File: src/rtl/core/p448_pkg.sv
`timescale 1ns / 1ps
`default_nettype none
// ----------------------------------------------------------------------------
// p448_pkg
// Shared types and constants for the p448 field arithmetic unit.
// ----------------------------------------------------------------------------
package p448_pkg;

  localparam int LIMB_COUNT = 16;
  localparam int LIMB_BITS  = 28;
  localparam int IDX_W      = 4;   // limb index bits
  localparam int IN_W       = 29;  // input limb width
  localparam int OUT_W      = 31;  // result limb width
  localparam int ACC_W      = 64;  // working coefficient width

  // operation codes
  localparam logic [2:0] FUNC_MUL   = 3'd0;
  localparam logic [2:0] FUNC_SQR   = 3'd1;
  localparam logic [2:0] FUNC_ADD   = 3'd2;
  localparam logic [2:0] FUNC_SUB   = 3'd3;
  localparam logic [2:0] FUNC_CARRY = 3'd4;

  // tag that travels with each product through the datapath
  typedef struct packed {
    logic             en;     // contribution counts
    logic             dbl;    // contribution weighs twice
    logic             last;   // closes the current result limb
    logic [IDX_W-1:0] limb;   // result limb index
  } p448_tag_t;

  // 2p spread over the limbs
  function automatic logic [ACC_W-1:0] twice_p(input logic [IDX_W-1:0] k);
    logic [ACC_W-1:0] v;
    v = 64'h1ffffffe;
    if (k == 4'd8) v = 64'h3ffffffc;
    if (k == 4'd9) v = 64'h1ffffffc;
    return v;
  endfunction

endpackage
`default_nettype wire

File: src/rtl/core/p448_ram.sv
`timescale 1ns / 1ps
`default_nettype none
// ----------------------------------------------------------------------------
// p448_ram
// Generic single write, single read RAM with registered read data.
// ----------------------------------------------------------------------------
module p448_ram #(
  parameter int WIDTH = 29,
  parameter int DEPTH = 16
) (
  input  wire                       clk,
  input  wire                       we,
  input  wire [$clog2(DEPTH)-1:0]   waddr,
  input  wire [WIDTH-1:0]           wdata,
  input  wire [$clog2(DEPTH)-1:0]   raddr,
  output logic [WIDTH-1:0]          rdata
);

  logic [WIDTH-1:0] mem [DEPTH];

  // write port and registered read
  always_ff @(posedge clk) begin
    if (we) mem[waddr] <= wdata;
    rdata <= mem[raddr];
  end

endmodule
`default_nettype wire

File: src/rtl/core/p448_field_alu.sv
`timescale 1ns / 1ps
`default_nettype none
// ----------------------------------------------------------------------------
// p448_field_alu
// Multiply, square, add, subtract and carry pass on one element mod
// 2^448-2^224-1, loaded as 16 limb transactions and returned as 16 limbs.
// ----------------------------------------------------------------------------
// channel  dir  tdata                          tuser   tlast
// s_axis   in   a_limb[28:0], b_limb[57:29]    func    -
// m_axis   out  out_limb[30:0]                 -       last_limb
//
// Loading stores one limb pair per transaction. Multiply and square then run
// 16 x 48 steps through one 29 x 29 multiplier (one limb product a cycle,
// columns folded straight into each result limb) behind the registered RAM
// read and the product register; add, subtract and carry-only take one step per limb.
// Emission returns 16 limbs, with the wrapped top carry applied to limbs 0-2
// and 8-10 as they leave. Synchronous reset clears the sequencer, the pipeline
// tag and output valid. The output register lets the next run start loading
// while the final limb is held.
// ----------------------------------------------------------------------------
module p448_field_alu (
  input  wire         clk,
  input  wire         rst,
  input  wire         s_axis_tvalid,
  output logic        s_axis_tready,
  input  wire  [63:0] s_axis_tdata,   // a_limb[28:0], b_limb[57:29], zero pad
  input  wire  [2:0]  s_axis_tuser,   // func[2:0]
  output logic        m_axis_tvalid,
  input  wire         m_axis_tready,
  output logic [31:0] m_axis_tdata,   // out_limb[30:0], zero pad
  output logic        m_axis_tlast
);
  import p448_pkg::*;

  localparam logic [1:0] ST_LOAD = 2'd0;
  localparam logic [1:0] ST_CALC = 2'd1;
  localparam logic [1:0] ST_WAIT = 2'd2;
  localparam logic [1:0] ST_EMIT = 2'd3;

  logic [1:0]       state;
  logic [IDX_W-1:0] load_count;
  logic [2:0]       func;
  logic             is_mul, is_sqr, use_carry;

  // operand stores
  logic             s_fire;
  logic [IN_W-1:0]  a_rd, b_rd, ac_rd, y_rd;
  logic [IDX_W-1:0] a_raddr, y_raddr;

  assign s_axis_tready = (state == ST_LOAD);
  assign s_fire        = s_axis_tvalid && s_axis_tready;

  p448_ram #(.WIDTH(IN_W), .DEPTH(LIMB_COUNT)) u_a_ram (
    .clk(clk), .we(s_fire), .waddr(load_count), .wdata(s_axis_tdata[28:0]),
    .raddr(a_raddr), .rdata(a_rd));
  p448_ram #(.WIDTH(IN_W), .DEPTH(LIMB_COUNT)) u_b_ram (
    .clk(clk), .we(s_fire), .waddr(load_count), .wdata(s_axis_tdata[57:29]),
    .raddr(y_raddr), .rdata(b_rd));
  // second copy of a for the other operand of a square
  p448_ram #(.WIDTH(IN_W), .DEPTH(LIMB_COUNT)) u_ac_ram (
    .clk(clk), .we(s_fire), .waddr(load_count), .wdata(s_axis_tdata[28:0]),
    .raddr(y_raddr), .rdata(ac_rd));

  assign is_mul    = (func == FUNC_MUL) || (func == FUNC_SQR);
  assign is_sqr    = (func == FUNC_SQR);
  assign use_carry = !((func == FUNC_ADD) || (func == FUNC_SUB));
  assign y_rd      = is_sqr ? ac_rd : b_rd;

  // issue counters: result limb, column term, row
  logic [IDX_W-1:0] im, ii;
  logic [1:0]       it;
  logic [4:0]       col;
  logic [5:0]       jj;
  logic             term_ok, iss_last;
  p448_tag_t        iss_tag, tag1, tag2;

  always_comb begin
    col     = 5'd0;
    term_ok = 1'b1;
    if (!im[3]) begin
      case (it)
        2'd0:    col = {1'b0, im};
        2'd1:    col = {1'b0, im} + 5'd16;
        default: begin
          col     = {1'b0, im} + 5'd24;
          term_ok = (im != 4'd7);
        end
      endcase
    end else begin
      case (it)
        2'd0:    col = {1'b0, im};
        2'd1:    col = {1'b0, im} + 5'd8;
        default: begin
          col     = {1'b0, im} + 5'd16;
          term_ok = (im != 4'd15);
        end
      endcase
    end
    jj       = {1'b0, col} - {2'b00, ii};
    iss_last = is_mul ? ((it == 2'd2) && (ii == 4'd15)) : 1'b1;
    a_raddr  = is_mul ? ii : im;
    y_raddr  = is_mul ? jj[3:0] : im;
    iss_tag.en   = is_mul ? (term_ok && (jj[5:4] == 2'b00)) : 1'b1;
    iss_tag.dbl  = is_mul && im[3] && (it == 2'd2);
    iss_tag.last = iss_last;
    iss_tag.limb = im;
  end

  // datapath stage two: product or limbwise operation
  logic [ACC_W-1:0] prod;
  logic [ACC_W-1:0] acc, sum, cin, v, r;
  logic             s3_done;

  always_ff @(posedge clk) begin
    case (func)
      FUNC_MUL, FUNC_SQR: prod <= {6'd0, {29'd0, a_rd} * {29'd0, y_rd}};
      FUNC_ADD:  prod <= {35'd0, a_rd} + {35'd0, y_rd};
      FUNC_SUB:  prod <= {35'd0, a_rd} + twice_p(tag1.limb) - {35'd0, y_rd};
      default:   prod <= {35'd0, a_rd};
    endcase
  end

  always_comb begin
    sum = acc;
    if (tag2.en) sum = acc + (tag2.dbl ? {prod[ACC_W-2:0], 1'b0} : prod);
    v = use_carry ? (sum + cin) : sum;
  end

  assign s3_done = tag2.last && (tag2.limb == 4'd15) && (state == ST_WAIT);

  // result limb shift line
  logic [OUT_W-1:0] t_sh [LIMB_COUNT];
  logic             sh_push, sh_pop;
  logic [OUT_W-1:0] t_in;
  logic [IDX_W-1:0] e;
  logic [36:0]      val;
  logic [9:0]       cf;
  logic [OUT_W-1:0] out_val;
  logic             emit_fire;

  assign sh_push   = tag2.last && ((state == ST_CALC) || (state == ST_WAIT));
  assign emit_fire = (state == ST_EMIT) && (!m_axis_tvalid || m_axis_tready);
  assign sh_pop    = emit_fire;
  assign t_in      = use_carry ? {3'd0, v[LIMB_BITS-1:0]} : v[OUT_W-1:0];

  always_ff @(posedge clk) begin
    if (sh_push || sh_pop) begin
      for (int k = 0; k < LIMB_COUNT - 1; k++) t_sh[k] <= t_sh[k+1];
      t_sh[LIMB_COUNT-1] <= sh_push ? t_in : '0;
    end
  end

  // accumulator, running carry and wrapped top carry
  always_ff @(posedge clk) begin
    tag1 <= (state == ST_CALC) ? iss_tag : '0;
    if (state == ST_LOAD) begin
      acc <= '0;
      cin <= '0;
    end else if (sh_push) begin
      acc <= '0;
      cin <= {28'd0, v[ACC_W-1:LIMB_BITS]};
      if (tag2.limb == 4'd15) r <= {28'd0, v[ACC_W-1:LIMB_BITS]};
    end else if (tag2.en) begin
      acc <= sum;
    end
  end

  always_ff @(posedge clk) begin
    if (rst) begin
      tag2 <= '0;
    end else begin
      tag2 <= (state == ST_CALC || state == ST_WAIT) ? tag1 : '0;
    end
  end

  // emission fixups for the wrapped top carry
  always_comb begin
    val     = {6'd0, t_sh[0]};
    out_val = t_sh[0];
    if (use_carry) begin
      if (e == 4'd0 || e == 4'd8)
        val = {6'd0, t_sh[0]} + r[36:0];
      else if (e == 4'd1 || e == 4'd2 || e == 4'd9 || e == 4'd10)
        val = {6'd0, t_sh[0]} + {27'd0, cf};
      if (e == 4'd0 || e == 4'd1 || e == 4'd8 || e == 4'd9)
        out_val = {3'd0, val[LIMB_BITS-1:0]};
      else
        out_val = val[OUT_W-1:0];
    end
  end

  always_ff @(posedge clk) begin
    if (emit_fire) cf <= val[36:27] >> 1;
  end

  // sequencer and output register
  always_ff @(posedge clk) begin
    if (rst) begin
      state         <= ST_LOAD;
      load_count    <= '0;
      im            <= '0;
      it            <= '0;
      ii            <= '0;
      e             <= '0;
      m_axis_tvalid <= 1'b0;
    end else begin
      if (m_axis_tready && !emit_fire) m_axis_tvalid <= 1'b0;
      case (state)
        ST_LOAD: begin
          if (s_fire) begin
            load_count <= load_count + 4'd1;
            if (load_count == 4'd15) begin
              func  <= s_axis_tuser;
              state <= ST_CALC;
              im    <= '0;
              it    <= '0;
              ii    <= '0;
            end
          end
        end
        ST_CALC: begin
          if (is_mul && !iss_last) begin
            ii <= ii + 4'd1;
            if (ii == 4'd15) it <= it + 2'd1;
          end else begin
            ii <= '0;
            it <= '0;
            im <= im + 4'd1;
            if (im == 4'd15) state <= ST_WAIT;
          end
        end
        ST_WAIT: begin
          if (s3_done) begin
            state <= ST_EMIT;
            e     <= '0;
          end
        end
        default: begin
          if (emit_fire) begin
            m_axis_tvalid <= 1'b1;
            e             <= e + 4'd1;
            if (e == 4'd15) state <= ST_LOAD;
          end
        end
      endcase
    end
  end

  always_ff @(posedge clk) begin
    if (emit_fire) begin
      m_axis_tdata <= {1'b0, out_val};
      m_axis_tlast <= (e == 4'd15);
    end
  end

  // checks
  a_calc_after_load: assert property (@(posedge clk) disable iff (rst)
    (s_fire && load_count == 4'd15) |=> (state == ST_CALC))
    else $error("sixteenth load did not start the operation");

  a_emit_after_done: assert property (@(posedge clk) disable iff (rst)
    s3_done |=> (state == ST_EMIT))
    else $error("final limb did not start emission");

  a_linger_is_last: assert property (@(posedge clk) disable iff (rst)
    (m_axis_tvalid && (state == ST_CALC || state == ST_WAIT)) |-> m_axis_tlast)
    else $error("non-final limb pending during computation");

endmodule
`default_nettype wire

File: config.mk
export PLATFORM = sky130hd
export DESIGN_NAME = p448_field_alu
export DESIGN_NICKNAME = d
export VERILOG_FILES = /design/src/rtl/core/p448_pkg.sv /design/src/rtl/core/p448_ram.sv /design/src/rtl/core/p448_field_alu.sv
export SDC_FILE = /design/constraint.sdc
export NUM_CORES = 2
export LEC_CHECK = 0
export ABC_AREA = 1
export BUFFER_PORTS_ARGS = -buffer_cell sky130_fd_sc_hd__buf_2
export CORE_ASPECT_RATIO = 1.5
export CORE_MARGIN = 10
export CORE_UTILIZATION = 45
export CTS_BUF_LIST = sky130_fd_sc_hd__clkbuf_2
export CTS_CLUSTER_SIZE = 24
export DETAILED_ROUTE_END_ITERATION = 8
export PLACE_DENSITY_LB_ADDON = 0.2
export RECOVER_POWER = 100
export SYNTH_ARGS = -nofsm -noshare
export SYNTH_HDL_FRONTEND = slang
export SYNTH_SLANG_ARGS = --single-unit
File: constraint.sdc
create_clock -name clk -period 18.3 [get_ports clk]
set_clock_uncertainty 0.1 [all_clocks]
set_input_delay 1.83 -clock clk [delete_from_list [all_inputs] [get_ports clk]]
set_output_delay 1.83 -clock clk [all_outputs]
set_load 0.1 [all_outputs]
==> flow_summary_export.csv <==
group,metric,value,unit
clock_tree,clock_latency,1.88,ns
synth,synthMuxAreaShare,0.540,%
cells_and_area,nFillCells,23300,
clock_tree,cts-htree-levels,5,
worst_setup_path,rrSetupSlack,3.90,ns
synth,synth-adder-area-share,18.7,%
clock_tree,ctsResizeCount,0,
cells_and_area,nets,13300,
drt,wirelength,392000,um
synth,synth_seq_area_share,45.6,%
timing,finalMaxSlewViolations,2198,
synth,syn_area,112000,um2
floorplanning,die_h,630,um
synth,synthXorXnorAreaFrac,0.766,%
place,place_area,116000,um2
global_route,grt_usage,28.4,%
cells_and_area,final_cells,15600,
worst_setup_path,crit_path_start_kind,"flip-flop",
worst_setup_path,setup.worst_path.start,"func[2]$_DFFE_PP_",
timing,period_needed,14.40,ns
place,hpwlAfterDp,281000,um
floorplanning,die_x,427,um
drt,drt-initial-drc-count,6841,
outcome,status,"finished, violations left",
synth,synth_fp_nets,13100,
drt,ant_nets,0,
outcome,violations,"max-capacitance violations, max-slew violations",
synth,synth_simple_gate_area_share,13.5,%
timing,fmax,69.5,MHz
cells_and_area,final_common_cell,"nand2_1",
timing,period_share,78.7,%
worst_setup_path,worst-path-max-fanout,98,
hold_path,hold_class,"reg2reg",
floorplanning,start_util,45.3,%
global_route,grt_util_met1,29.6,%
synth,synth_top_family_by_area,"adder cells",
timing,rsz0062_at_grt,"false",
clock_tree,cts_setup_buffers,0,
drt,drc_errors,0,
worst_setup_path,worstRegToRegCells,11,
floorplanning,boundaryPins,106,
cells_and_area,utilization,48.5,%
job,max-cap-violations,59,
worst_setup_path,end_kind,"flip-flop",
drt,via_count,87200,
synth,ys_types,64,
hold_path,worstHoldPathCells,2,
worst_setup_path,r2r_start,"func[2]$_DFFE_PP_",
synth,synth_compound_area_share,12.6,%
timing,relSlewSlack,-195,%
floorplanning,core_area,246000,um2
global_route,grt_max_degree,256,
global_route,grt_pass1_vias,88600,
place,dp_cells,14800,
global_route,use_met2,49.6,%
synth,synthTopCellsByArea,"edfxtp_1, fa_1, nand2_1, inv_1, ha_1",
timing,tightest_slew,4.43,ns
drt,routedWlPerCell,25.2,um
global_route,antenna_found_initial,34,
timing,hold_viol,0,
hold_path,hp-start,"tag1[5]$_SDFF_PN0_",
worst_setup_path,cp.required,19.67,ns
synth,synthCells,11800,
worst_setup_path,crit_type,"reg2reg",
synth,synth_top_cell_by_area,"edfxtp_1",
drt,vias_per_cell,5.60,
cells_and_area,mostFrequentLayoutCells,"nand2_1, inv_1, edfxtp_1",
global_route,gr-total-overflow,0,
place,gp_congestion,1.04,
place,numPortBuffers,98,
cells_and_area,drive_gt1_share,8.53,%
cells_and_area,final_cell_area,119000,um2
global_route,use_met3,5.24,%
synth,synth_seq_cells,1790,
synth,avgSynthCellArea,9.50,um2
clock_tree,clkTransAtPathRegs,0.12,ns
global_route,grt_pass1_wl,567000,um
timing,fin_tns_setup,0,ns
clock_tree,cts_tree,"done",
clock_tree,cts_buffers,421,
clock_tree,root_buffer,"clkbuf_2",
global_route,grt_busiest_layer,"met2",
timing,setup_viol,0,
cells_and_area,area_growth,6.99,%
synth,yosys.area.top_type_share,40.4,%
synth,synth_edf_count,1504,
clock_tree,ctsHoldBuffers,0,
synth,ys.warnings.count,0,
clock_tree,cts_num_sinks,1790,
drt,firstDrtPassIters,6,
floorplanning,row_count,223,
synth,synth_flop_cell,"edfxtp_1",
floorplanning,dieArea,269000,um2
worst_setup_path,cp_data_arrival_time,15.76,ns
synth,synthArstFlopShare,0,%
clock_tree,cts_buffer_depth,4,
## worst paths after layout
path / to
hold reg to reg: tag2[5]$_SDFF_PP0_
hold / removal: tag2[5]$_SDFF_PP0_
setup reg to reg: u_ac_ram.rdata[24]$_DFF_P_
setup / recovery: u_ac_ram.rdata[24]$_DFF_P_
## synthesized netlist by cell type, types with 13 or more instances
library cell / count
a211oi_1: 64
nor2_2: 43
o311ai_0: 51
nand2_2: 44
clkbuf_1: 442
o22ai_1: 53
nand4_1: 66
mux2i_1: 58
a21oi_1: 812
nand3_2: 13
nand2_1: 2026
nand3_1: 238
nor2_1: 1066
edfxtp_1: 1504
buf_1: 23
o21a_1: 22
xnor2_1: 52
o221ai_1: 153
inv_2: 28
dfxtp_1: 286
fa_1: 732
clkinv_1: 29
or2_2: 78
o21bai_1: 17
o21ai_0: 993
a31oi_1: 51
nor3_1: 39
ha_1: 497
xor2_1: 42
o32ai_1: 64
o211ai_1: 81
o21ai_1: 45
buf_2: 48
inv_1: 1870
## kinds of logic (layout without fill, tap and decap cells)
family | count (synthesis) | after routing
DFF | 1790 | 1790
adders and majority gates | 1229 | 1229
other | 1 | 21
muxes | 60 | 60
and+or+nand+nor | 3680 | 3680
buffers and inverters | 2443 | 2958
AOI/OAI and AO/OA | 2462 | 2462
xor gates and xnor gates | 96 | 96
## layout make-up
class                   count  area, um2  share of cell area [%]
inverters                1927       7240                    6.06
repair buffers            284       1610                    1.35
well taps                3262       4080                    3.42
diodes                     20       50.0                  0.0419
clock inverters           142        963                   0.806
flip-flops and latches   1790      50900                    42.6
clock buffers             605       3030                    2.53
multi-input cells        7528      51600                    43.2
## flip-flops by register name, indices dropped and copies added (netlist names)
name            cells
m_axis_tvalid       1
m_axis_tdata       31
u_ac_ram.mem      464
u_b_ram.rdata      29
state               2
tag1                7
im                  4
acc                64
cf                  9
it                  2
m_axis_tlast        1
ii                  4
r                  36
load_count          4
e                   4
prod               64
cin                36
u_ac_ram.rdata     29
t_sh              496
u_a_ram.rdata      29
u_b_ram.mem       464
func                3
tag2                7
## worst max-delay path, cell delays in order (launching register included)
cell	delay, ns
edfxtp_1	0.34
clkbuf_1	1.33
nor2_4	0.03
inv_1	0.12
clkbuf_1	1.94
nand2_1	2.49
nand2_1	2.90
clkbuf_1	3.22
o21ai_0	0.49
o221ai_1	0.38
o311ai_0	0.19
nand2_1	0.33
## per-layer routing
metal | part of all wire, % | routed length [um] | vias to the layer above
met2 | 50 | 196000 | 3722
met3 | 6.2 | 24400 | 1355
met4 | 9.8 | 38400 | 22
met5 | 0.043 | 168 | -
met1 | 34 | 133000 | 42300
li1 | - | - | 39800
## per-stage QoR
stage | hold WS, ns | setup slack, ns
after global routing | 0.105 | 3.53
after global placement | 0.297 | 7.45
after CTS | 0.0309 | 7.25
final | 0.180 | 3.90
after detailed placement | 0.291 | 7.44
after floorplan | 0.294 | 4.59
Power is not shown: default switching activity piles up to over one toggle a cycle in this logic, so the estimate is an artifact.
